===== src/hw/rtl/hmts_pkg.sv =====
// Shared types, constants and codes for the heightmap triangle height sampler.
`timescale 1ns / 1ps
package hmts_pkg;

  // Field widths
  localparam int H_W    = 24;   // signed Q15.8 height
  localparam int ADDR_W = 16;   // height store address
  localparam int POS_W  = 16;   // signed Q7.8 position
  localparam int DIM_W  = 9;    // map width / height registers
  localparam int CMD_W  = 2;

  localparam int STORE_DEPTH = 1 << ADDR_W;

  // Defaults for the top-level parameters
  localparam int SIDE_DEF      = 256;
  localparam int FRAC_BITS_DEF = 8;

  // Queue depths
  localparam int MID_Q_DEPTH = 4;
  localparam int OUT_Q_DEPTH = 2;

  // Saturation limits of the result
  localparam int H_MAX_VAL = 8388607;
  localparam int H_MIN_VAL = -8388608;

  // Configuration port
  localparam int CFG_DW    = 32;
  localparam int CFG_AW    = 4;
  localparam int REG_IDX_W = 2;

  localparam logic [REG_IDX_W-1:0] REG_MAP_READY  = 2'd0;
  localparam logic [REG_IDX_W-1:0] REG_MAP_WIDTH  = 2'd1;
  localparam logic [REG_IDX_W-1:0] REG_MAP_HEIGHT = 2'd2;

  localparam logic [DIM_W-1:0] MAP_DIM_RST = 9'd256;

  // Input mode codes
  localparam logic MODE_WRITE = 1'b0;
  localparam logic MODE_QUERY = 1'b1;

  // Input beat
  typedef struct packed {
    logic                    mode;
    logic [ADDR_W-1:0]       entry_index;
    logic signed [H_W-1:0]   entry_height;
    logic signed [POS_W-1:0] pos_x;
    logic signed [POS_W-1:0] pos_z;
  } in_item_t;

  // Result beat
  typedef struct packed {
    logic signed [H_W-1:0] height_out;
    logic                  in_map;
  } out_item_t;

  // Work classes handed from front to back
  typedef enum logic [CMD_W-1:0] {
    CMD_WRITE = 2'd0,
    CMD_QUERY = 2'd1,
    CMD_ZERO  = 2'd2
  } cmd_t;

  // Back-end sequencer
  typedef enum logic [3:0] {
    ST_IDLE,
    ST_WRITE,
    ST_ZERO,
    ST_RD0,
    ST_RD1,
    ST_RD2,
    ST_RD3,
    ST_MULB,
    ST_SUM
  } back_state_t;

endpackage


===== src/hw/rtl/hmts_fifo.sv =====
// Small first-word-fall-through queue built from a register array.
`timescale 1ns / 1ps
module hmts_fifo #(
  parameter int WIDTH = $bits(hmts_pkg::out_item_t),
  parameter int DEPTH = hmts_pkg::OUT_Q_DEPTH
) (
  input  logic             clk,
  input  logic             rst_n,
  input  logic             push,
  output logic             full,
  input  logic [WIDTH-1:0] wdata,
  input  logic             pop,
  output logic             empty,
  output logic [WIDTH-1:0] rdata
);
  import hmts_pkg::*;

  localparam int PTR_W = $clog2(DEPTH);
  localparam int CNT_W = $clog2(DEPTH + 1);

  logic [WIDTH-1:0] slot_r [DEPTH];
  logic [PTR_W-1:0] wr_ptr_r, wr_ptr_nxt;
  logic [PTR_W-1:0] rd_ptr_r, rd_ptr_nxt;
  logic [CNT_W-1:0] cnt_r, cnt_nxt;
  logic             do_push, do_pop;

  assign full    = (cnt_r == CNT_W'(DEPTH));
  assign empty   = (cnt_r == '0);
  assign do_push = push && !full;
  assign do_pop  = pop && !empty;
  assign rdata   = slot_r[rd_ptr_r];

  // pointer and count updates
  always_comb begin
    wr_ptr_nxt = wr_ptr_r;
    rd_ptr_nxt = rd_ptr_r;
    cnt_nxt    = cnt_r;
    if (do_push) begin
      wr_ptr_nxt = (wr_ptr_r == PTR_W'(DEPTH - 1)) ? '0 : wr_ptr_r + 1'b1;
    end
    if (do_pop) begin
      rd_ptr_nxt = (rd_ptr_r == PTR_W'(DEPTH - 1)) ? '0 : rd_ptr_r + 1'b1;
    end
    if (do_push && !do_pop) begin
      cnt_nxt = cnt_r + 1'b1;
    end else if (do_pop && !do_push) begin
      cnt_nxt = cnt_r - 1'b1;
    end
  end

  always_ff @(posedge clk) begin
    if (!rst_n) begin
      wr_ptr_r <= '0;
      rd_ptr_r <= '0;
      cnt_r    <= '0;
    end else begin
      wr_ptr_r <= wr_ptr_nxt;
      rd_ptr_r <= rd_ptr_nxt;
      cnt_r    <= cnt_nxt;
    end
  end

  // storage
  always_ff @(posedge clk) begin
    if (do_push) begin
      slot_r[wr_ptr_r] <= wdata;
    end
  end

endmodule


===== config.mk =====
export PLATFORM = sky130hd
export DESIGN_NAME = hmts_fifo
export DESIGN_NICKNAME = d
export VERILOG_FILES = /design/src/hw/rtl/hmts_pkg.sv /design/src/hw/rtl/hmts_fifo.sv
export SDC_FILE = /design/constraint.sdc
export NUM_CORES = 1
export LEC_CHECK = 0
export ABC_CLOCK_PERIOD_IN_PS = 2500
export BUFFER_PORTS_ARGS = -buffer_cell sky130_fd_sc_hd__buf_4
export CAP_MARGIN = 20
export CORE_ASPECT_RATIO = 1.1
export CORE_UTILIZATION = 51
export DETAILED_ROUTE_END_ITERATION = 12
export PLACE_DENSITY = 0.84
export SYNTH_ARGS = -nofsm -noshare
export SYNTH_HDL_FRONTEND = slang
export SYNTH_SLANG_ARGS = --single-unit

===== constraint.sdc =====
create_clock -name clk -period 2.5 [get_ports clk]
set_input_delay 0.25 -clock clk [delete_from_list [all_inputs] [get_ports clk]]
set_output_delay 0.25 -clock clk [all_outputs]
set_load 0.02 [all_outputs]

* After elaboration in Yosys (flattened, before gate mapping) *
Memories as Yosys holds them, arrays and structs flattened. A register that Yosys moved wholly into a read port is not among the register bits.
Index checks and enable logic that the tools add are counted.

storage, ports and cells
  output and inout bits = 27
  register bits after elaboration = 4
  bits in writable memories = 50
  word-level logic and storage cells = 27
  memories = 1

operators by class
  eq/ne operators = 1
  reduce and logical (&&, ||, !) cells = 10
  add/sub/neg operators = 4
  multiplexer cells = 8

memory list
  name    depth  width  read ports  clocked after Yosys merged registers in  wr ports  line             text
  slot_r  2      25     1           1                                        1         hmts_fifo.sv:21  logic [WIDTH-1:0] slot_r [DEPTH];

operators with widths
  kind                                                                number
  1-bit two-way mux                                                   6
  1-bit logical AND                                                   4
  1-bit logical NOT                                                   4
  2-bit two-way mux                                                   2
  1-bit adder, second input constant                                  2
  2-bit by 1-bit adder with 2-bit output, second input constant       1
  2-bit == test, second input constant                                1
  2-bit logical NOT                                                   1
  2-bit nonzero test                                                  1
  2-bit by 1-bit subtractor with 2-bit output, second input constant  1

* Depth between registers and ports, before layout *
  depth after elaboration = 7
  mapped depth = 7

* Worst setup path after synthesis *
Ideal clock, no wire load.

  path type = register to register
  start point = reg cnt_r[0]
  end point = mem slot_r[0][0] (netlist name), enable pin
  stages on the path, launching flop included = 4
  buffers on the path = 0
  path slack = 0.439 ns
  clock period less this slack = 2.061 ns
  setup time = 0.405 ns
  arrival = 1.656 ns
  path through = dfxtp_1 -> nand2b_1 -> inv_2 -> nor3_2

between the ends
  longest elaborated chain between the ends = 5

ends and longest elaborated chain
  element                                  line             text
  from (decl)                              hmts_fifo.sv:24  logic [CNT_W-1:0] cnt_r, cnt_nxt;
  from (signal assigned)                   hmts_fifo.sv:59  cnt_r <= cnt_nxt;
  2-bit == test                            hmts_fifo.sv:27  assign full = (cnt_r == CNT_W'(DEPTH));
  via full                                 hmts_fifo.sv:10  output logic full,
  1-bit logical NOT                        hmts_fifo.sv:29  assign do_push = push && !full;
  1-bit logical AND                        hmts_fifo.sv:29
  1-bit two-way mux                        hmts_fifo.sv:65  if (do_push) begin
  1-bit two-way mux (implied by the code)  hmts_fifo.sv:66  slot_r[wr_ptr_r] <= wdata;
  to (decl)                                hmts_fifo.sv:21

The timed path passes the listed nets, and every way through them passes these cells.

* Worst setup path after layout *
  start point = reg cnt_r[0]
  end point = mem slot_r[1][3] (netlist name), enable pin

between the ends
  longest elaborated chain between the ends = 5

ends and longest elaborated chain
  element                                  line
  2-bit == test                            hmts_fifo.sv:27
  1-bit logical NOT                        hmts_fifo.sv:29
  1-bit logical AND                        hmts_fifo.sv:29
  1-bit two-way mux                        hmts_fifo.sv:65
  1-bit two-way mux (implied by the code)  hmts_fifo.sv:66

No other way between the ends.

==> results.tsv <==
metric	value	unit
status	completed	
h-tree-depth	2	
p_int	1.79	mW
gp_congestion	0.720	
rsz0062_at_grt	no	
fin_crit_sh	67.8	%
grt_pass1_vias	1132	
port_buffers	55	
cp_max_fo	16	
synth_nets	133	
p_sw	785	uW
core	0.00374	sq mm
first_pass_iters	4	
drt_wl_total	3310	um
maxCapViolCount	0	
worst_setup_path_start_kind	register	
antenna_found_initial	0	
cts_hold_buffers	0	
drc	0	
clockBufferDepth	2	
vias	1071	
route.detailed.wl_per_inst	15.3	um
clock-skew-final	0.00347	ns
nNetsFinal	196	
grt_overflow	0	
drv_slew	0	
grt_pass1_wl	5400	um
layout_common_cells	buf_4 (58), edfxtp_1 (50), mux2_2 (25), dfxtp_1 (5), clkbuf_8 (5)	
ys_ff_latch	55	
netlist_area	0.00204	sq mm
root_buffer	clkbuf_8	
die_area	0.00425	sq mm
syn_inst	103	
die_h	68.3	um
post_cts_buffers	0	
grt_max_degree	18	
drt_iter0_markers	15	
die_w	62.3	um
seq_area_frac_synth	78.6	%
comb_power_share	35.6	%
ant_nets	0	
power.total	2.58	mW
power_frac_seq	46.9	%
worstMarginPinSlew	0.542	ns
power_frac_clock	17.5	%
power_leakage	0.991	nW
fin_hold_ws	0.124	ns
final_common_cell	buf_4	
hold_violations	0	
n_antenna_cell	0	
yosysUniqueCellTypes	21	
hp-class	in -> reg	
worstPathArrival	1.70	ns
dp_cells	209	
syn_avg_cell_area	19.8	sq um
place_area	0.00254	sq mm
cts_tree	done	
period_minus_slack	1.69	ns
end_kind	register	
hpwl	2360	um
setup_viol	0	
final_cell_area	0.00262	sq mm
powerDensity	982	mW/mm^2
io_pins	56	
setup_slack	0.805	ns
fp-row-count	23	
grt_usage	17.8	%
ctsResizeCount	0	
slew_headroom	63.8	%
p_sw_share	30.5	%
yosys_warnings	0	
cts.clk_slew.worst_paths	0.09	ns
worstSetupPathType	reg -> reg	
syn2layout_area_growth	28.7	%
clk_latency	0.30	ns
pre_cts_slack	0.797	ns
required	2.50	ns
clock_sinks	55	
cts_buffers	5	
drt-vias-per-instance	4.94	
fin_setup_tns	0	ns
layout-drive-gt1-share	54.5	%
ir_worst_vdd	498	uV
final_util	70.1	%
instances_no_fill	217	
initial_utilization	54.4	%
clock.fmax	590	MHz
-- power groups by stage --
| stage | Sequential [mW] | Combinational (mW) | Clock [mW] |
|---|---|---|---|
| final | 1.21 | 0.917 | 0.452 |
| after global routing | 1.22 | 0.979 | 0.490 |
| after CTS | 1.21 | 0.931 | 0.459 |
| after detailed placement | 1.23 | 0.925 | 0 |
| after global placement | 1.22 | 0.902 | 0 |
| after floorplan | 1.21 | 0.572 | 0 |
-- path summary, 6_finish.rpt --
path | from | slack, ns | depth (start not counted) | endpoint
max | cnt_r[0]$_SDFFE_PN0P_ | 0.81 | 3 | slot_r[1][3]$_DFFE_PP_
min | wdata[9] | 0.12 | 1 | slot_r[1][9]$_DFFE_PP_
max reg2reg | cnt_r[0]$_SDFFE_PN0P_ | 0.81 | 3 | slot_r[1][3]$_DFFE_PP_
min reg2reg | cnt_r[1]$_SDFFE_PN0P_ | 0.53 | 2 | cnt_r[1]$_SDFFE_PN0P_
-- sequential cells by signal, summed over array words and instances, names as in the netlist, named ones only --
name,count
rd_ptr_r,1
cnt_r,2
slot_r,50
wr_ptr_r,1
-- logic make-up after synthesis --
family / count (synthesis) / synth area share (%)
AOI/OAI and AO/OA: 5 / 1.60
adders and majority gates: 1 / 0.614
buffers and inverters: 5 / 1.35
and+or+nand+nor: 9 / 2.70
xor gates and xnor gates: 3 / 1.29
DFF: 55 / 78.6
muxes: 25 / 13.8
-- cells in the mapped netlist (all sizes together) --
master,number,area share (%)
nand2b,1,0.31
ha,1,0.61
nor2,2,0.37
nor3,1,0.49
dfxtp,5,4.9
or3,1,0.31
edfxtp,50,74
xnor2,2,0.86
inv,2,0.37
mux2,25,14
and3,1,0.31
o21ai,2,0.49
o21a,1,0.37
a21boi,2,0.74
buf,3,0.98
and2,3,0.92
xor2,1,0.43
-- cell type report --
cell class	count	area [sq um]
Clock buffer	6	72.6
Clock inverter	2	7.51
Fill cell	250	1120
Inverter	2	7.51
Multi-Input combinational cell	43	414
Sequential cell	55	1600
Tap cell	50	62.6
Timing Repair Buffer	59	455
-- metal layers --
metal	vias to the layer above	global-route usage, %	share of wire [%]
met2	37	30.5	52
li1	517	-	-
met4	0	8.72	1.7
met1	510	20.4	40
met3	7	6.17	6.0
met5	-	0	0
-- worst max-delay path, cell delays in order (launching register included) --
cell	delay, ns
dfxtp_1	0.42
nand2b_1	0.18
and3_1	0.45
buf_4	0.33
Power figures use the tool's default switching activity.
