[src/hw/rtl/hmts_pkg.sv]
// Shared types, constants and codes for the heightmap triangle height sampler.
`timescale 1ns / 1ps
package hmts_pkg;

  // Field widths
  localparam int H_W    = 24;   // signed Q15.8 height
  localparam int ADDR_W = 16;   // height store address
  localparam int POS_W  = 16;   // signed Q7.8 position
  localparam int DIM_W  = 9;    // map width / height registers
  localparam int CMD_W  = 2;

  localparam int STORE_DEPTH = 1 << ADDR_W;

  // Defaults for the top-level parameters
  localparam int SIDE_DEF      = 256;
  localparam int FRAC_BITS_DEF = 8;

  // Queue depths
  localparam int MID_Q_DEPTH = 4;
  localparam int OUT_Q_DEPTH = 2;

  // Saturation limits of the result
  localparam int H_MAX_VAL = 8388607;
  localparam int H_MIN_VAL = -8388608;

  // Configuration port
  localparam int CFG_DW    = 32;
  localparam int CFG_AW    = 4;
  localparam int REG_IDX_W = 2;

  localparam logic [REG_IDX_W-1:0] REG_MAP_READY  = 2'd0;
  localparam logic [REG_IDX_W-1:0] REG_MAP_WIDTH  = 2'd1;
  localparam logic [REG_IDX_W-1:0] REG_MAP_HEIGHT = 2'd2;

  localparam logic [DIM_W-1:0] MAP_DIM_RST = 9'd256;

  // Input mode codes
  localparam logic MODE_WRITE = 1'b0;
  localparam logic MODE_QUERY = 1'b1;

  // Input beat
  typedef struct packed {
    logic                    mode;
    logic [ADDR_W-1:0]       entry_index;
    logic signed [H_W-1:0]   entry_height;
    logic signed [POS_W-1:0] pos_x;
    logic signed [POS_W-1:0] pos_z;
  } in_item_t;

  // Result beat
  typedef struct packed {
    logic signed [H_W-1:0] height_out;
    logic                  in_map;
  } out_item_t;

  // Work classes handed from front to back
  typedef enum logic [CMD_W-1:0] {
    CMD_WRITE = 2'd0,
    CMD_QUERY = 2'd1,
    CMD_ZERO  = 2'd2
  } cmd_t;

  // Back-end sequencer
  typedef enum logic [3:0] {
    ST_IDLE,
    ST_WRITE,
    ST_ZERO,
    ST_RD0,
    ST_RD1,
    ST_RD2,
    ST_RD3,
    ST_MULB,
    ST_SUM
  } back_state_t;

endpackage

[src/hw/rtl/hmts_front.sv]
// Front end: takes input beats, locates the grid cell and classifies the work.
`timescale 1ns / 1ps
module hmts_front #(
  parameter int SIDE      = hmts_pkg::SIDE_DEF,
  parameter int FRAC_BITS = hmts_pkg::FRAC_BITS_DEF
) (
  input  logic                               clk,
  input  logic                               rst_n,
  input  logic                               push,
  output logic                               full,
  input  hmts_pkg::in_item_t                 in_data,
  input  logic                               map_ready,
  input  logic [hmts_pkg::DIM_W-1:0]         map_width,
  input  logic [hmts_pkg::DIM_W-1:0]         map_height,
  output logic                               q_push,
  input  logic                               q_full,
  output hmts_pkg::cmd_t                     q_cmd,
  output logic [hmts_pkg::ADDR_W-1:0]        q_addr,
  output logic signed [hmts_pkg::H_W-1:0]    q_height,
  output logic                               q_upper,
  output logic signed [FRAC_BITS+1:0]        q_wa,
  output logic signed [FRAC_BITS+1:0]        q_wb
);
  import hmts_pkg::*;

  localparam int ONE      = 1 << FRAC_BITS;
  localparam int HALF     = (SIDE / 2) * ONE;
  localparam int LOG_SIDE = $clog2(SIDE);
  localparam int SX_W     = ((LOG_SIDE + FRAC_BITS) > POS_W ? LOG_SIDE + FRAC_BITS : POS_W) + 2;
  localparam int LX_W     = SX_W - FRAC_BITS;
  localparam int CMP_W    = (LX_W > DIM_W ? LX_W : DIM_W) + 1;
  localparam int W_W      = FRAC_BITS + 2;
  localparam int MUL_W    = DIM_W + $clog2(SIDE + 1) + 1;

  localparam logic signed [SX_W-1:0] HALF_S    = SX_W'(HALF);
  localparam logic signed [SX_W-1:0] NEG_ONE_S = SX_W'(-ONE);
  localparam logic signed [W_W-1:0]  ONE_W     = W_W'(ONE);
  localparam logic signed [W_W:0]    ONE_W1    = (W_W + 1)'(ONE);

  // stage register
  logic                     s1_vld_r, s1_vld_nxt;
  logic                     s1_mode_r;
  logic [ADDR_W-1:0]        s1_index_r;
  logic signed [H_W-1:0]    s1_height_r;
  logic signed [SX_W-1:0]   sx_r, sz_r;
  logic                     acc;

  // cell location
  logic                     neg_x, neg_z, over_x, over_z, in_range;
  logic [LX_W-1:0]          lx, lz;
  logic signed [SX_W-1:0]   base_x, base_z, dx_full, dz_full;
  logic signed [W_W-1:0]    dx, dz;
  logic signed [W_W:0]      dsum;
  logic [DIM_W-1:0]         lx9, lz9;
  logic [ADDR_W-1:0]        a00;

  assign acc        = push && !full;
  assign full       = s1_vld_r && q_full;
  assign q_push     = s1_vld_r && !q_full;
  assign s1_vld_nxt = acc ? 1'b1 : (q_push ? 1'b0 : s1_vld_r);

  always_ff @(posedge clk) begin
    if (!rst_n) begin
      s1_vld_r <= 1'b0;
    end else begin
      s1_vld_r <= s1_vld_nxt;
    end
  end

  // shift the position so the grid starts at zero
  always_ff @(posedge clk) begin
    if (acc) begin
      s1_mode_r   <= in_data.mode;
      s1_index_r  <= in_data.entry_index;
      s1_height_r <= in_data.entry_height;
      sx_r        <= SX_W'(in_data.pos_x) + HALF_S;
      sz_r        <= SX_W'(in_data.pos_z) + HALF_S;
    end
  end

  // truncate toward zero; a sum in (-1,0) still lands in cell 0
  always_comb begin
    neg_x   = (sx_r <= NEG_ONE_S);
    neg_z   = (sz_r <= NEG_ONE_S);
    lx      = sx_r[SX_W-1] ? '0 : LX_W'(sx_r >>> FRAC_BITS);
    lz      = sz_r[SX_W-1] ? '0 : LX_W'(sz_r >>> FRAC_BITS);
    over_x  = (CMP_W'(lx) + CMP_W'(1)) >= CMP_W'(map_width);
    over_z  = (CMP_W'(lz) + CMP_W'(1)) >= CMP_W'(map_height);
    base_x  = signed'(SX_W'(lx) << FRAC_BITS);
    base_z  = signed'(SX_W'(lz) << FRAC_BITS);
    dx_full = sx_r - base_x;
    dz_full = sz_r - base_z;
    dx      = W_W'(dx_full);
    dz      = W_W'(dz_full);
    in_range = map_ready && !neg_x && !neg_z && !over_x && !over_z;
  end

  // triangle choice and weights
  always_comb begin
    dsum    = (W_W + 1)'(dx) + (W_W + 1)'(dz);
    q_upper = (dsum > ONE_W1);
    q_wa    = q_upper ? ONE_W - dx : dx;
    q_wb    = q_upper ? ONE_W - dz : dz;
  end

  // low-corner address, wrapped to the store size
  always_comb begin
    lx9 = DIM_W'(lx);
    lz9 = DIM_W'(lz);
    a00 = ADDR_W'(MUL_W'(lz9) * MUL_W'(SIDE) + MUL_W'(lx9));
  end

  // classify
  always_comb begin
    q_height = s1_height_r;
    if (s1_mode_r == MODE_WRITE) begin
      q_cmd  = CMD_WRITE;
      q_addr = s1_index_r;
    end else if (in_range) begin
      q_cmd  = CMD_QUERY;
      q_addr = a00;
    end else begin
      q_cmd  = CMD_ZERO;
      q_addr = a00;
    end
  end

endmodule

[config.mk]
export PLATFORM = sky130hd
export DESIGN_NAME = hmts_front
export DESIGN_NICKNAME = d
export VERILOG_FILES = /design/src/hw/rtl/hmts_pkg.sv /design/src/hw/rtl/hmts_front.sv
export SDC_FILE = /design/constraint.sdc
export NUM_CORES = 1
export LEC_CHECK = 0
export BUFFER_PORTS_ARGS = -buffer_cell sky130_fd_sc_hd__buf_4
export CORE_MARGIN = 1.5
export CORE_UTILIZATION = 33
export DETAILED_ROUTE_END_ITERATION = 8
export PLACE_DENSITY = 0.63
export SETUP_SLACK_MARGIN = 0.05
export SYNTH_ARGS = -nofsm -noshare
export SYNTH_HDL_FRONTEND = slang
export SYNTH_SLANG_ARGS = --single-unit
[constraint.sdc]
create_clock -name clk -period 4.2 [get_ports clk]
set_clock_uncertainty 0.1 [all_clocks]
set_input_delay 0.42 -clock clk [delete_from_list [all_inputs] [get_ports clk]]
set_output_delay 0.42 -clock clk [all_outputs]
set_load 0.01 [all_outputs]
Word level (Yosys, flattened, before mapping)
Cells that the tools add are included.
W data, S select, Z words.
{"block": "word_totals", "ff_bits": 78, "input_bits": 96, "output_inout_bits": 65}
{"block": "classes", "add_sub_neg": 10, "order_cmp": 5, "mux": 9, "reduce_logical": 14}
{"op": "$add A16 B17 Y18 const B", "count": 2}
{"op": "$le A18 B9 Y1 const B", "count": 2}
{"op": "$add A9 B1 Y10 const B", "count": 2}
{"op": "$ge A10 B9 Y1", "count": 2}
{"op": "$mux W10", "count": 2}
{"op": "$sub A10 B10 Y10", "count": 2}
{"op": "$sub A10 B10 Y10 const A", "count": 2}
{"op": "$mux W9", "count": 2}
{"op": "$add A16 B9 Y16", "count": 1}
{"op": "$mux W16", "count": 1}
{"op": "$add A10 B10 Y11", "count": 1}
{"op": "$gt A11 B10 Y1 const B", "count": 1}
{"op": "$logic_and A1 B1 Y1", "count": 7}
{"op": "$logic_not A1 Y1", "count": 6}
{"op": "$mux W2", "count": 2}
{"op": "$mux W1", "count": 2}
{"op": "$reduce_bool A2 Y1", "count": 1}

Longest topological paths before layout
Gate-level depths: netlist of the first run.
{"block": "depth", "depth_word": 8, "mapped_depth": 10, "mapped_depth_nobuf": 10}

Worst setup path before layout of the first run
OpenSTA, ideal clock, no wires.
{"block": "synth_path", "path_kind": "input to register", "start": "input port q_full", "end": "register s1_height_r[0] (netlist: q_height[0]), enable pin", "setup_time_ns": 0.513, "arrival_ns": 3.875, "t_required_ns": 3.587, "path_slack_ns": -0.288, "cell_stages": 2, "path_buffers": 0, "cell_sequence": "and2_1 -> nor2b_1"}
{"block": "synth_between", "elab_chain_len": 3}
{"element": "from (decl)", "line_no": "hmts_front.sv:16", "source": "input logic q_full,"}
{"element": "$logic_and A1 B1 Y1", "line_no": "hmts_front.sv:58", "source": "assign full = s1_vld_r && q_full;"}
{"element": "$logic_not A1 Y1", "line_no": "hmts_front.sv:57", "source": "assign acc = push && !full;"}
{"element": "$logic_and A1 B1 Y1", "line_no": "hmts_front.sv:57"}
{"element": "named net acc", "line_no": "hmts_front.sv:46", "source": "logic acc;"}
{"element": "to (signal assigned)", "line_no": "hmts_front.sv:75", "source": "s1_height_r <= in_data.entry_height;"}
{"element": "to (decl)", "line_no": "hmts_front.sv:44", "source": "logic signed [H_W-1:0] s1_height_r;"}
The timed path passes the listed nets, and every way through them passes these cells.
A chain may end at the register's enable or synchronous reset.

Worst setup path in the final report of the first run
{"block": "layout_path", "start": "register sx_r[0]", "end": "output port q_wb[1]"}
{"block": "layout_between", "elab_chain_len": 4}
{"element": "from (decl)", "line_no": "hmts_front.sv:45", "source": "logic signed [SX_W-1:0] sx_r, sz_r;"}
{"element": "from (signal assigned)", "line_no": "hmts_front.sv:76", "source": "sx_r <= SX_W'(in_data.pos_x) + HALF_S;"}
{"element": "$sub A10 B10 Y10", "line_no": "hmts_front.sv:91", "source": "dx_full = sx_r - base_x;"}
{"element": "$add A10 B10 Y11", "line_no": "hmts_front.sv:100", "source": "dsum = (W_W + 1)'(dx) + (W_W + 1)'(dz);"}
{"element": "$gt A11 B10 Y1", "line_no": "hmts_front.sv:101", "source": "q_upper = (dsum > ONE_W1);"}
{"element": "$mux W10", "line_no": "hmts_front.sv:103", "source": "q_wb = q_upper ? ONE_W - dz : dz;"}
{"element": "to (decl)", "line_no": "hmts_front.sv:22", "source": "output logic signed [FRAC_BITS+1:0] q_wb"}
No other way between the ends.

==> metrics.cfg, run 1 <==
[clock_tree]
cts_hold_buf=0
cts.sinks=74
clkTransAtPathRegs_ns=0.06
cts.path.max_buffers=2
cts_setup_buffers=0
htree_levels=3
cts_tree=done
cts_resized=0
clock_latency_ns=0.33
cts-root-buf=clkbuf_16
cts_made_buffers=9

[logic_synthesis]
syn_area_per_cell_um2=13.2
synth-warning-count=0
netlist_instances=299
synth_area_leaders=edfxtp_1, ha_1, xnor2_1
synth_top_area_share_pct=55.6
synth_edf_count=73
async_flop_share_pct=0
yosys.cell_types.count=45
synth_ff_type=edfxtp_1
ys_seq_area_share_pct=56.1
netlist_area_um2=3940
synth_top_area_cell=edfxtp_1
synth-seq-cells=74

[detailed_routing]
post_drt_via_cell_ratio=4.73
routedWlPerCell_um=15.2
routed_wl_um=9300
drc=1
drt_iter0_markers=123
route.vias.total=2902
drt-pass1-iter-count=8
antenna_left=0

[cells_and_area]
fin_util_pct=48.2
regArea_um2=2210
multi_input_area_um2=1570
drive_gt1_share_pct=44.3
final_nets=592
n_fill_cell=1040
final_area_um2=5550
area_delta_synth_final_pct=40.8
num_antenna_cells=0

[placement]
dpl.hpwl_um=7230
place_ws_ns=0.800
portBuffers=158
place_area_um2=5290
gp_congestion=0.766

[run]
drv_cap=0

[outcome]
violations=design-rule violations
status=finished, violations left

[worst_setup_path]
worstPathCellList=ha_1 > fa_1 > a21o_1 > a221oi_2 > xor2_1 > nand4_1 > buf_4 > o21ai_2 > mux2_1 > buf_4
worstPathArrival_ns=3.28
cpMaxStageDelayCell=edfxtp_1
cp.required_ns=3.68
critPathKind=flop to output pin
cp_common_cell=buf_4
startpoint_type=flop
cpPeakStageDelay_ns=0.45
cp_max_fo=13
cp-end-kind=output pin

[power]
pwr-share-comb_pct=20.9
power.density_nw_per_um2=359
p_int_uw=1490
pwr-share-clk_pct=34.1
leakagePower_uw=0.00245
peakVddDrop_mv=0.270
switchingPower_uw=506
switching_share_pct=25.4
power_frac_seq_pct=45.0

[global_route]
grt_max_degree=29
antenna_found_initial=0
grt_pass1_vias=3008
grt_overflow=0
grt_pass1_wl_um=14400
grt_use_total_pct=14.9

[floorplan]
die_y_um=112
core_um2=11500
rows=39
die-area_um2=12600
ios=161
initial_core_util_pct=34.2
die_w_um=112

[sta]
min_period_ns=3.80
worst_slack_ns=0.404
hold_viol_final=0
finalSetupTns_ns=0
post-route-period-util_pct=90.4
slew_viol_final=0
setup_violations=0
slew_headroom_pct=46.5
max_freq_ghz=0.263
worst_slew_pin_slew_ns=0.802
rsz0062_at_grt=false

[hold_path]
min_path_type=primary input to flop

[critical path: cells and delay by family (launching register included)]
kind | cells | cell delay, ns
XOR/XNOR | 1 | 0.17
buffers and inverters | 2 | 0.37
AO/OA/AOI/OAI | 3 | 0.79
flip-flops | 1 | 0.45
adder cells (fa/ha/maj) | 2 | 0.71
multiplexers | 1 | 0.35
AND/OR/NAND/NOR | 1 | 0.09
[synth_stat cells, types with 2 or more instances]
cell type	number
a21o_1	9
a21oi_1	10
and3_1	5
buf_4	5
edfxtp_1	73
ha_1	30
inv_1	29
mux2_1	2
mux2_2	16
mux2i_1	3
nand2_1	12
nand2b_1	4
nand3_1	9
nor2_1	9
nor2b_1	3
nor3_1	2
nor4_1	3
o211ai_1	2
o211ai_2	10
o21a_1	2
o21ai_0	4
or2_2	2
or3_1	9
xnor2_1	21
xor2_1	5
[worst paths after layout]
kind | start | slack, ns | endpoint | cells past startpoint
max | sx_r[0] | 0.40 | q_wb[1] | 10
min | in_data[17] | 0.16 | sx_r[1] | 1
max reg2reg | s1_vld_r | 2.32 | sx_r[6] | 3
min reg2reg | s1_vld_r | 0.58 | s1_vld_r | 2
[cell type report]
type / instances / area share, %
clock buffers: 12 / 4.26
flip-flops and latches: 74 / 39.9
inverters: 29 / 1.96
repair buffers: 163 / 22.0
well taps: 143 / 3.22
clock inverters: 4 / 0.361
multi-input cells: 188 / 28.3
[layout by cell type, fill, tap and decap left out, drive strengths merged]
master,n
clkinv,4
buf,163
nor3b,1
nor2,9
nand2,12
a21o,9
o21a,2
inv,29
nand3,9
a211oi,1
o31ai,1
xnor2,21
nand4,1
nor3,2
dfxtp,1
or2b,1
clkbuf,12
mux2i,3
or2,2
o211ai,12
ha,30
xor2,5
and3,5
mux2,18
a21boi,2
nand2b,4
o21ai,5
edfxtp,73
fa,1
nor4,3
and2,1
nor2b,3
or3,9
o22ai,1
a21oi,10
a311o,1
a221oi,1
conb,2
nor4b,1
[power by group through the flow]
stage / registers, µW / logic (µW) / clock network [µW]
floorplan: 910 / 221 / 0
global placement: 912 / 412 / 0
CTS: 899 / 422 / 702
detailed placement: 914 / 420 / 0
global route: 904 / 455 / 731
finish: 898 / 416 / 681
[state kept, by name, indices dropped and copies added, names as in the netlist]
| name | cells |
|---|---|
| q_height | 24 |
| sz_r | 16 |
| s1_vld_r | 1 |
| sx_r | 16 |
| s1_mode_r | 1 |
| s1_index_r | 16 |
[stage by stage]
step / cells / hold WS, ns / total power [µW]
5_1_grt: 613 / 0.141 / 2090
2_1_floorplan: 300 / 0.419 / 1130
3_3_place_gp: 597 / 0.498 / 1320
3_5_place_dp: 597 / 0.499 / 1330
4_1_cts: 613 / 0.140 / 2020
6_report: 613 / 0.155 / 2000
[metal layers]
| layer | up-vias | GRT usage (%) | wire (µm) |
|---|---|---|---|
| met5 | - | 0 | 0 |
| met1 | 1348 | 16.6 | 3800 |
| li1 | 1423 | - | - |
| met4 | 0 | 7.34 | 279 |
| met2 | 113 | 24.9 | 4460 |
| met3 | 18 | 5.62 | 757 |
[kinds of logic after synthesis]
logic type,count (synthesis),synth area share (%)
flops,74,56.1
simple gates,63,8.44
compound gates,45,9.30
buf+inv,38,4.32
fa+ha+maj,31,10.0
xor+xnor,26,5.78
mux,21,5.90
other cells,1,0.0951
Power figures use the tool's default switching activity.
==> inputs of run 2 (changes only) <==
--- a/config.mk
+++ b/config.mk
@@ -8,6 +8,7 @@
 export BUFFER_PORTS_ARGS = -buffer_cell sky130_fd_sc_hd__buf_4
 export CORE_MARGIN = 1.5
 export CORE_UTILIZATION = 33
+export CTS_BUF_LIST = sky130_fd_sc_hd__clkbuf_4
 export DETAILED_ROUTE_END_ITERATION = 8
 export PLACE_DENSITY = 0.63
 export SETUP_SLACK_MARGIN = 0.05
==> metrics.cfg, run 2 (synthesized netlist as in run 1, its figures left out) <==
[cells_and_area]
drive_gt1_share_pct=44.9
largest_reg_flops=24
final_area_um2=5410
final_nets=592
layout.cells.most_common=buf_4
final_cell_mix=buf_4, edfxtp_1, ha_1
finalNonFillerCells=614
area_delta_synth_final_pct=37.2

[worst_setup_path]
worstPathArrival_ns=3.38
cp_common_cell=buf_4
cp_max_fo=13
cp-end-kind=output pin
worstPathCellList=ha_1 > fa_1 > a21o_1 > a221oi_2 > xor2_1 > nand4_1 > buf_4 > o21ai_2 > mux2_1 > buf_4
critPathKind=flop to output pin
r2r_slack_ns=2.32
cp.required_ns=3.68
cpMaxStageDelayCell=edfxtp_1
cpPeakStageDelay_ns=0.47
startpoint_type=flop

[clock_tree]
cts-root-buf=clkbuf_4
cts_hold_buf=0
clock_latency_ns=0.42
cts_tree=done
htree_levels=3
clkTransAtPathRegs_ns=0.12
cts.sinks=74
cts_setup_buffers=0
cts_made_buffers=9
cts.path.max_buffers=2
cts_resized=0

[detailed_routing]
antenna_left=0
drt_iter0_markers=115
routed_wl_um=9200
post_drt_via_cell_ratio=4.71
routedWlPerCell_um=15.0
route.vias.total=2893
drc=1
drt-pass1-iter-count=8

[power]
peakVddDrop_mv=0.209
power.density_nw_per_um2=313
leakagePower_uw=0.00239

[placement]
gp_congestion=0.766
place_area_um2=5290
portBuffers=158
dpl.hpwl_um=7230
place_ws_ns=0.800
dp.cells=597

[sta]
max_freq_ghz=0.256
slew_headroom_pct=47.5
finalSetupTns_ns=0
rsz0062_at_grt=false
hold_viol_final=0
min_period_ns=3.90
post-route-period-util_pct=92.9
worst_slack_ns=0.298
worst_slew_pin_slew_ns=0.788
slew_viol_final=0
setup_violations=0

[floorplan]
rows=39
die_w_um=112
initial_core_util_pct=34.2
core_um2=11500
ios=161
die-area_um2=12600
die_y_um=112

[global_route]
grt_pass1_vias=2986
grt_max_degree=29
grt_use_total_pct=14.8
grt_pass1_wl_um=14200
grt_overflow=0
antenna_found_initial=1

[run]
drv_cap=0

[outcome]
violations=design-rule violations
status=finished, violations left

[hold_path]
min_path_type=primary input to flop

[run 2: per-layer routing]
layer	wire length, µm	vias up	global-route usage (%)
li1	-	1428	-
met5	0	-	0
met2	4430	106	24.7
met3	708	19	4.91
met4	287	0	9.11
met1	3770	1340	16.3
[run 2: path summary, 6_finish.rpt]
| check | startpoint | to | cells past startpoint |
|---|---|---|---|
| worst min-delay path | in_data[17] | sx_r[1] | 1 |
| worst max-delay path | sx_r[0] | q_wb[1] | 10 |
| worst max register to register | s1_vld_r | sx_r[10] | 3 |
| worst min register to register | s1_vld_r | s1_vld_r | 2 |
[run 2: cell type report]
cell class | instances | area, µm²
Antenna cell | 1 | 2.50
Clock buffer | 12 | 90.1
Clock inverter | 4 | 20.0
Fill cell | 1058 | 6110
Inverter | 29 | 109
Multi-Input combinational cell | 188 | 1570
Sequential cell | 74 | 2210
Tap cell | 143 | 179
Timing Repair Buffer | 163 | 1220
[run 2: worst max-delay path, delay by kind of cell (launching register included)]
family	cells	cell delay (ns)
buffers and inverters	2	0.37
multiplexers	1	0.35
AND/OR/NAND/NOR	1	0.09
adder cells (fa/ha/maj)	2	0.69
AO/OA/AOI/OAI	3	0.78
flip-flops	1	0.47
XOR/XNOR	1	0.17
[run 2: power by group]
group	internal (µW)	switching, µW	leakage [µW]
Combinational	227	189	0.00161
Clock	138	240	0.0000709
Sequential	864	32.1	0.000715
[run 2: metrics by stage]
step	utilization [%]	total power, µW	hold WS (ns)
final	46.9	1690	0.0581
after CTS	46.9	1720	0.00754
after global routing	46.9	1780	0.00937
after floorplan	-	1130	0.419
after global placement	46.0	1320	0.498
after detailed placement	46.0	1330	0.499
==> inputs of run 3 (changes only) <==
--- a/config.mk
+++ b/config.mk
@@ -5,12 +5,13 @@
 export SDC_FILE = /design/constraint.sdc
 export NUM_CORES = 1
 export LEC_CHECK = 0
+export ABC_AREA = 1
 export BUFFER_PORTS_ARGS = -buffer_cell sky130_fd_sc_hd__buf_4
 export CORE_MARGIN = 1.5
 export CORE_UTILIZATION = 33
 export CTS_BUF_LIST = sky130_fd_sc_hd__clkbuf_4
 export DETAILED_ROUTE_END_ITERATION = 8
-export PLACE_DENSITY = 0.63
+export PLACE_DENSITY = 0.71
 export SETUP_SLACK_MARGIN = 0.05
 export SYNTH_ARGS = -nofsm -noshare
 export SYNTH_HDL_FRONTEND = slang
==> metrics.cfg, run 3 <==
[hold_path]
min_path_type=primary input to flop
min-delay-start=in_data[11]

[cells_and_area]
layout.cells.most_common=buf_4
num_antenna_cells=0
final_area_um2=5600
largest_reg_flops=24
final_nets=712
finalNonFillerCells=758
drive_gt1_share_pct=31.7
area_delta_synth_final_pct=35.8
final_cell_mix=buf_4, nand2_1, edfxtp_1
fin_util_pct=46.2

[floorplan]
initial_core_util_pct=34.0
rows=40
die_y_um=115
die_w_um=115
ios=161
core_um2=12100
die-area_um2=13200

[clock_tree]
cts_tree=done
cts_made_buffers=9
cts-root-buf=clkbuf_4
cts_hold_buf=0
cts_resized=0
cts.path.max_buffers=2
cts_setup_buffers=0
cts.sinks=74
htree_levels=3
clock_latency_ns=0.41
clkTransAtPathRegs_ns=0.14

[sta]
max_freq_ghz=0.298
finalSetupTns_ns=0
hold_viol_final=0
slew_viol_final=0
min_period_ns=3.35
post-route-period-util_pct=79.9
slew_headroom_pct=30.1
worst_slew_pin_slew_ns=1.05
setup_violations=0
rsz0062_at_grt=false

[detailed_routing]
top_layer=met4
wl_met2_um=4870
routed_wl_um=10200
drt-pass1-iter-count=4
antenna_left=0
route.vias.total=3449
routedLengthMet1_um=4200
drc=0
routedWlPerCell_um=13.4
post_drt_via_cell_ratio=4.55
dr_wl_met3_um=856
drt_iter0_markers=130

[logic_synthesis]
yosys.cell_types.count=38
synth-seq-cells=74
netlist_area_um2=4120
synth_edf_count=73
synth-warning-count=0
synth_top_area_cell=edfxtp_1
synth_most_common_cell=nand2_1
netlist_instances=423
ys_seq_area_share_pct=53.6
syn_area_per_cell_um2=9.75
synth_area_leaders=edfxtp_1, nand2_1, ha_1
synthTopCellsByCount=nand2_1, edfxtp_1, inv_1, nand3_1, ha_1
synth_top_area_share_pct=53.2
synth_ff_type=edfxtp_1
async_flop_share_pct=0

[worst_setup_path]
cpPeakStageDelay_ns=0.46
cp-end-kind=output pin
worstPathArrival_ns=2.83
r2r-start=s1_vld_r
critPathKind=flop to output pin
worstPathCellList=ha_1 > fa_1 > or2_2 > a21oi_1 > nand3_2 > nor2_4 > nand2_4 > nand2_4 > nand2_1 > nand2_1 > buf_4
cp.required_ns=3.68
worstSetupStartpoint=sx_r[0]
startpoint_type=flop
cp_max_fo=17
cpMaxStageDelayCell=edfxtp_1

[outcome]
status=finished, final reports clean

[power]
pwr-share-comb_pct=24.0
pwr-share-clk_pct=23.4
power_frac_seq_pct=52.6
power.density_nw_per_um2=304
switching_share_pct=30.2
switchingPower_uw=514
power_uw=1700
p_int_uw=1190
leakagePower_uw=0.00272
peakVddDrop_mv=0.246

[placement]
dpl.hpwl_um=8240
dp.cells=742
gp_congestion=0.901
portBuffers=158
place_area_um2=5480

[global_route]
grt_use_total_pct=15.5
grt_pass1_wl_um=15900
grt_overflow=0
grt_pass1_vias=3419
antenna_found_initial=0
grt_max_degree=40

[run]
drv_cap=0

run 3: cell count changes after synthesis, sizes merged, moves of 8 or more:
cell	before	now
a21o	9	1
inv	29	61
mux2	18	0
nand2	12	118
nand3	9	33
nor2	9	31
o211ai	12	1
or3	9	1
xnor2	21	9
xor2	5	13
run 3: final timing paths:
| check | to | slack, ns | cells past startpoint |
|---|---|---|---|
| worst min-delay path | sz_r[11] | 0.07 | 1 |
| worst max register to register | sz_r[2] | 2.06 | 4 |
| worst max-delay path | q_wa[3] | 0.85 | 11 |
| worst min register to register | s1_vld_r | 0.43 | 2 |
run 3: cell type report:
cell class              instances  area, µm²
fillers                      1178       6510
multi-input cells             278       1620
well taps                     168        210
repair buffers                160       1200
inverters                      62        233
clock buffers                   9       67.6
clock inverters                 7       51.3
flip-flops and latches         74       2210
run 3: cell families (layout without fill, tap and decap cells):
kind of cell / Yosys count / in the layout / synth area share (%)
simple gates: 200 / 200 / 21.1
flops: 74 / 74 / 53.6
buf+inv: 72 / 238 / 7.25
fa+ha+maj: 31 / 31 / 9.59
compound gates: 23 / 23 / 3.64
xor+xnor: 22 / 22 / 4.67
other cells: 1 / 2 / 0.0909
run 3: stage by stage:
stage	worst slack (ns)	hold WS [ns]
after global routing	0.578	0.0110
after floorplan	1.21	0.363
final	0.846	0.0659
after detailed placement	1.31	0.418
after global placement	1.42	0.375
after CTS	0.809	0.0300
run 3: critical path, delay by kind of cell, from the launching register on:
family / cells / cell delay [ns]
simple gates: 7 / 0.98
flops: 1 / 0.46
fa+ha+maj: 2 / 0.69
buf+inv: 1 / 0.12
compound gates: 1 / 0.17
run 3: power groups by stage:
stage,clock [µW],sequential (µW),combinational [µW]
6_report,398,896,408
5_1_grt,445,903,452
4_1_cts,414,897,412
3_5_place_dp,0,914,411
3_3_place_gp,0,912,398
2_1_floorplan,0,911,217
run 3: routing by layer:
| layer | global-route usage, % | up-vias |
|---|---|---|
| met3 | 5.54 | 22 |
| li1 | - | 1715 |
| met1 | 18.0 | 1582 |
| met4 | 6.67 | 0 |
| met5 | 0 | - |
| met2 | 26.2 | 130 |
